### src/sv/mcop_pkg.sv
// Shared types and constants for the Monte Carlo option pricer.
package mcop_pkg;

    localparam int SUM_W      = 36;
    localparam int SAMPLE_W   = 16;
    localparam int FIFO_DEPTH = 4;
    localparam int FIFO_AW    = 2;
    localparam int FIFO_CW    = 3;
    localparam int RED_W      = 63;
    localparam int TERM_W     = 61;
    localparam int EXP_W      = 62;
    localparam int ACC_W      = 121;

    // ln(2) in Q56
    localparam logic [55:0] LN2_Q56 = 56'hB17217F7D1CF7A;
    localparam logic [4:0]  TAYLOR_TERMS = 5'd24;

    localparam logic signed [37:0] SUM_MAX = 38'sd34359738367;
    localparam logic signed [37:0] SUM_MIN = -38'sd34359738368;

    typedef enum logic [2:0] {
        CFG_SPOT   = 3'd0,
        CFG_STRIKE = 3'd1,
        CFG_DRIFT  = 3'd2,
        CFG_DIFF   = 3'd3,
        CFG_DISC   = 3'd4,
        CFG_STEPS  = 3'd5,
        CFG_PATHS  = 3'd6
    } t_cfg_idx;

    typedef struct packed {
        logic [31:0]        spot;
        logic [31:0]        strike;
        logic signed [31:0] drift;
        logic [30:0]        diffusion;
        logic [31:0]        discount;
        logic [10:0]        step_count;
        logic [20:0]        path_count;
    } t_cfg;

    typedef enum logic [8:0] {
        ST_IDLE  = 9'b000000001,
        ST_RED   = 9'b000000010,
        ST_MUL   = 9'b000000100,
        ST_DIV   = 9'b000001000,
        ST_PRICE = 9'b000010000,
        ST_SHIFT = 9'b000100000,
        ST_PAY   = 9'b001000000,
        ST_AVG   = 9'b010000000,
        ST_OUT   = 9'b100000000
    } t_back_state;

endpackage

### src/sv/mcop_fifo.sv
// Small queue of finished log-return sums between front and back.
module mcop_fifo (
    input  logic                            i_clk,
    input  logic                            i_rst_n,
    input  logic                            i_push,
    input  logic signed [mcop_pkg::SUM_W-1:0] i_data,
    input  logic                            i_pop,
    output logic signed [mcop_pkg::SUM_W-1:0] o_data,
    output logic                            o_empty,
    output logic [mcop_pkg::FIFO_CW-1:0]    o_count
);
    import mcop_pkg::*;

    logic signed [SUM_W-1:0] r_mem [FIFO_DEPTH];
    logic [FIFO_AW-1:0]      r_wr;
    logic [FIFO_AW-1:0]      r_rd;
    logic [FIFO_CW-1:0]      r_count;

    // store on push
    always_ff @(posedge i_clk) begin
        if (i_push) begin
            r_mem[r_wr] <= i_data;
        end
    end

    // advance pointers and fill count
    always_ff @(posedge i_clk) begin
        if (!i_rst_n) begin
            r_wr    <= '0;
            r_rd    <= '0;
            r_count <= '0;
        end else begin
            if (i_push) r_wr <= r_wr + 1'b1;
            if (i_pop)  r_rd <= r_rd + 1'b1;
            if (i_push && !i_pop)      r_count <= r_count + 1'b1;
            else if (!i_push && i_pop) r_count <= r_count - 1'b1;
        end
    end

    assign o_data  = r_mem[r_rd];
    assign o_empty = (r_count == '0);
    assign o_count = r_count;

endmodule

### config.mk
export PLATFORM = sky130hd
export DESIGN_NAME = mcop_fifo
export DESIGN_NICKNAME = d
export VERILOG_FILES = /design/src/sv/mcop_pkg.sv /design/src/sv/mcop_fifo.sv
export SDC_FILE = /design/constraint.sdc
export NUM_CORES = 1
export LEC_CHECK = 0
export BUFFER_PORTS_ARGS = -buffer_cell sky130_fd_sc_hd__buf_2
export CORE_MARGIN = 8
export CORE_UTILIZATION = 40
export DETAILED_ROUTE_END_ITERATION = 8
export GPL_ROUTABILITY_DRIVEN = 1
export SLEW_MARGIN = 15
export SYNTH_ARGS = -nofsm -noshare
export SYNTH_HDL_FRONTEND = slang
export SYNTH_SLANG_ARGS = --single-unit
### constraint.sdc
create_clock -name i_clk -period 3.8 [get_ports i_clk]
set_clock_uncertainty 0.15 [all_clocks]
set_input_delay 0.19 -clock i_clk [delete_from_list [all_inputs] [get_ports i_clk]]
set_output_delay 0.19 -clock i_clk [all_outputs]
set_load 0.05 [all_outputs]
==> results.toml, run 1 <==
[status]
status = "completed"

[grt]
grt_overflow = 0
grt_pass1_wl_mm = 16.0
grt_use_total_pct = 11.9
grt_max_degree = 37
antenna_found_initial = 0
grt_pass1_vias = 2930

[power]
p_per_area_mw_per_mm2 = 587
p_total_mw = 4.25
power.leakage_nw = 2.51
irDropWorstVdd_uv = 347

[sta]
timing.final.hold_violations = 0
slew_headroom_pct = 27.5
slew_violations = 0
min_period_over_period_pct = 69.2
tns_ns = 0
fin_crit_ns = 2.63
worst_slew_pin_slew_ns = 1.09
setup_viol = 0
rsz0062_at_grt = "no"
fmax_mhz = 381

[yosys]
synth.area.top_cells = "edfxtp_1, mux4_2, dfxtp_1"
ys.flop_type = "edfxtp_1"
synth_edf_count = 144
netlist_instances = 230
ys_seq_area_share_pct = 79.2
ys_warn_count = 0
synth.largest_area_cell = "edfxtp_1"
synth_seq_cells = 153
synth_area_mm2 = 0.00569
synth.net_count = 276
async_flop_share_pct = 0
netlist.area_leader.share_pct = 76.0
synth_area_per_cell_um2 = 24.7
synth.distinct_cells = 21

[hold_path]
worstHoldStart = "o_count[2]$_SDFFE_PN0P_"
hold_path.class = "reg -> reg"

[critical_path]
critical-path-max-stage-delay_ns = 0.66
path_class = "reg -> out"
crit_path_end_kind = "output pin"
worstRegToRegCells = 3
cp.required_ns = 3.46
worst_setup_path_start_kind = "flip-flop"
cpMaxStageDelayCell = "dfxtp_2"
cp_top_family = "flip-flops"
reg2reg_slack_ns = 1.80
r2r-end = "r_mem[0][1]$_DFFE_PP_"
endpoint = "o_data[30]"
cp_num_cells = 3
crit_buf_inv = 2
critPathArrivalTime_ns = 2.29
worstPathCellList = "buf_4 -> mux4_1 -> buf_2"
worstPathMaxFanout = 16
r2r-start = "r_wr[0]$_SDFFE_PN0P_"

[place]
place.gp.congestion = 0.629
dpl.hpwl_mm = 5.91
place_area_mm2 = 0.00624
port_buffers = 79
post-place-cells = 483

[layout]
diodes = 0
final_util_pct = 52.1
fillers = 1123
drive_above_1_share_pct = 39.3
design_area_mm2 = 0.00723
synthToLayoutAreaGrowth_pct = 27.1
layout.nets = 407
stdcell_count = 554

[drt]
dr_total_vias = 2651
drtPass1Iterations = 4
vias_per_cell = 4.79
wirelength_mm = 10.2
ant_nets = 0
drtIter0Drc = 156
drcViolationCount = 0
wl_per_cell_um = 18.4

[cts]
insertion_delay_ns = 0.41
clkTransAtPathRegs_ns = 0.06
cts_resized = 0
clock_sinks = 153
cts-root-buf = "clkbuf_16"
cts_max_path_buffers = 2
tritoncts = "done"
numCtsBuffers = 17
cts_max_level = 4

[die]
die_y_um = 135
io_pins = 80
core_mm2 = 0.0139
num_rows = 43
die_area_mm2 = 0.0183
die_w_um = 135
initial_core_util_pct = 41.0

[job]
max-cap-violations = 0
-- power breakdown --
group	total (mW)	leakage [nW]	switching, mW	internal, mW
clock	1.68	0.277	0.651	1.03
combinational	0.582	0.834	0.388	0.194
sequential	1.98	1.40	0.0459	1.94
total	4.25	2.51	1.08	3.16
-- per-layer routing --
metal  up-vias  share of wire [%]  GRT usage, %
met5         -                  0             0
met4         0                1.6          5.37
met3        14                5.3          4.67
met2        70                 48          18.5
met1      1339                 45          14.6
li1       1228                  -             -
-- final cells by class --
type / instances / area, µm² / area share (%)
well taps: 180 / 225 / 3.12
flip-flops and latches: 153 / 4510 / 62.3
clock buffers: 17 / 425 / 5.88
clock inverters: 15 / 175 / 2.42
repair buffers: 120 / 801 / 11.1
inverters: 4 / 15.0 / 0.208
multi-input cells: 65 / 1080 / 15.0
-- tightest hold or removal path, stage by stage, from the launching register on --
cell and delay, ns:
dfxtp_1 0.33, o21ai_0 0.07, a21boi_0 0.07
-- logic make-up after synthesis --
logic type	count (synthesis)	synth area share, %
fa+ha+maj	6	1.45
buf+inv	12	1.87
mux	38	15.0
flops	153	79.2
compound gates	2	0.220
xor+xnor	5	0.770
simple gates	14	1.47
-- placed cells by master, fill, tap and decap left out, types with 3 or more instances in the layout --
master,netlist,final
clkbuf_16,0,17
buf_2,3,79
and2_1,9,5
and2_2,0,4
ha_1,5,5
mux4_2,30,30
dfxtp_1,9,7
bufinv_16,0,3
mux4_1,6,6
dlygate4sd3_1,0,39
edfxtp_1,144,144
xor2_1,3,3
inv_1,4,4
clkinvlp_4,0,5
-- sequential cells by signal, summed over array words and instances, names as in the netlist, named ones only --
signal   flops
r_mem      144
r_rd         2
r_wr         2
o_count      3
-- synthesized netlist by cell type (2+ instances only) --
master and count:
ha_1 5, mux4_2 30, xor2_1 3, mux4_1 6
buf_2 3, and2_1 9, dfxtp_1 9, xnor2_1 2
edfxtp_1 144, mux2i_1 2, nor2b_1 2, inv_1 4
buf_12 3
-- what timing repair did --
action,in CTS,in global routing
setup buffers,0,0
hold buffers,39,0
hold endpoints to repair,153,0
-- metrics by stage --
step                setup slack, ns  hold WS [ns]
floorplan                      1.79         0.139
global placement               1.56         0.252
detailed placement             1.52         0.254
CTS                            1.06         0.355
global route                  0.989         0.363
finish                         1.17         0.364
-- worst min path at each step --
| stage | end | slack [ns] | cells past startpoint |
|---|---|---|---|
| detailed placement | r_mem[2][22]$_DFFE_PP_ | 0.25 | 1 |
| finish | o_count[2]$_SDFFE_PN0P_ | 0.36 | 2 |
| global route | r_mem[3][25]$_DFFE_PP_ | 0.36 | 2 |
| CTS | r_mem[0][6]$_DFFE_PP_ | 0.36 | 2 |
| global placement | r_mem[0][6]$_DFFE_PP_ | 0.25 | 1 |
| floorplan | r_mem[0][0]$_DFFE_PP_ | 0.14 | 0 |
(Power assumes the default switching activity.)
==> inputs of run 2 (changes only) <==
Clock period 3.8 ns to 2.35 ns, I/O delays scaled along.
==> results.toml, run 2 (synthesized netlist as in run 1, its figures left out) <==
[layout]
multi_input_area_mm2 = 0.00108
stdcell_count = 564
largest_register_ffs = 144
final_util_pct = 53.2
drive_above_1_share_pct = 40.9
layout_common_cells = "edfxtp_1, buf_2, dlygate4sd3_1"
fillers = 1108
diodes = 0
layout_commonest_cell = "edfxtp_1"
synthToLayoutAreaGrowth_pct = 29.9
layout.nets = 417
design_area_mm2 = 0.00739
regArea_mm2 = 0.00451
top_register = "r_mem"

[sta]
fin_crit_ns = 2.17
setup_viol = 0
worst_slew_pin_slew_ns = 0.493
min_period_over_period_pct = 92.3
tns_ns = 0
slew_headroom_pct = 67.2
fmax_mhz = 461
rsz0062_at_grt = "no"
timing.final.hold_violations = 0
slew_violations = 0

[critical_path]
crit_path_end_kind = "output pin"
critical-path-max-stage-delay_ns = 0.55
worst_setup_path_start_kind = "flip-flop"
worstPathCellList = "buf_12 -> mux4_1 -> buf_2"
path_class = "reg -> out"
critPathArrivalTime_ns = 1.90
worstPathMaxFanout = 17
reg2reg_slack_ns = 0.67
cpMaxStageDelayCell = "mux4_1"
cp.required_ns = 2.08

[grt]
grt_pass1_wl_mm = 16.6
grt_overflow = 0
grt_pass1_vias = 2993
grt_use_total_pct = 12.4
grt_max_degree = 22
antenna_found_initial = 0

[cts]
insertion_delay_ns = 0.42
cts_setup_buffers = 0
numCtsBuffers = 17
cts_max_path_buffers = 2
clkTransAtPathRegs_ns = 0.06
clock_sinks = 153
cts_max_level = 4
tritoncts = "done"
cts-root-buf = "clkbuf_16"

[power]
p_total_mw = 7.01
p_per_area_mw_per_mm2 = 949
irDropWorstVdd_uv = 525
power.leakage_nw = 2.60

[job]
max-cap-violations = 0

[drt]
wirelength_mm = 10.4
drtPass1Iterations = 4
wl_per_cell_um = 18.5
vias_per_cell = 4.77
dr_total_vias = 2689
ant_nets = 0
drcViolationCount = 0
drtIter0Drc = 174

[place]
port_buffers = 79
post-place-cells = 492
dpl.hpwl_mm = 6.62
place.gp.congestion = 0.647
place_area_mm2 = 0.00636

[die]
die_w_um = 135
initial_core_util_pct = 41.0
die_y_um = 135
io_pins = 80
core_mm2 = 0.0139
die_area_mm2 = 0.0183
num_rows = 43

[status]
status = "completed"

[hold_path]
hold_path.class = "in -> reg"
run 2: cell count changes in the layout (fill, tap and decap cells not counted), sizes merged:
cell,before,now
clkbuf,17,18
clkinv,5,8
buf,81,90
bufinv,3,4
dlygate4sd3,39,40
inv,6,5
clkinvlp,5,1
run 2: area by class of cell:
type                       instances  share of cell area (%)
multi-input combinational         65                    14.6
clock buffer                      18                    5.81
inverter                           4                   0.203
clock inverter                    14                    2.69
tap                              180                    3.05
timing repair buffer             130                    12.6
sequential                       153                    61.0
run 2: power breakdown:
part / total (mW) / internal (mW) / switching [mW] / leakage [nW]
Combinational: 0.991 / 0.342 / 0.648 / 0.901
Clock: 2.83 / 1.78 / 1.05 / 0.304
Sequential: 3.19 / 3.13 / 0.0596 / 1.40
run 2: final timing paths:
check                           from                 endpoint  depth (start not counted)
max                        flip-flop               o_data[35]                          3
min                        i_data[3]    r_mem[3][3]$_DFFE_PP_                          2
min reg2reg  o_count[2]$_SDFFE_PN0P_  o_count[2]$_SDFFE_PN0P_                          2
max reg2reg  o_count[0]$_SDFFE_PN0P_  o_count[2]$_SDFFE_PN0P_                          4
run 2: repair_timing:
action                                  in CTS  in global routing
resized for setup                            0                  1
endpoints found under the setup margin       0                 13
endpoints found under the hold margin      153                  0
hold buffers                                40                  0
run 2: worst max-delay path, delay by kind of cell (launching register included):
| kind | cells | cell delay (ns) |
|---|---|---|
| mux | 1 | 0.55 |
| buf+inv | 2 | 0.45 |
| flops | 1 | 0.47 |
run 2: per-layer routing:
layer / up-vias / GRT usage (%) / routed length, µm
met1: 1370 / 14.8 / 4550
li1: 1253 / - / -
met4: 0 / 5.37 / 156
met3: 11 / 5.01 / 502
met2: 55 / 19.5 / 5200
met5: - / 0 / 0
run 2: per-stage QoR:
stage | hold slack [ns] | setup slack (ns)
after floorplan | 0.0664 | 0.384
after global placement | 0.180 | 0.472
after detailed placement | 0.184 | 0.462
after CTS | 0.272 | 0.00375
after global routing | 0.291 | 0.0808
final | 0.299 | 0.182
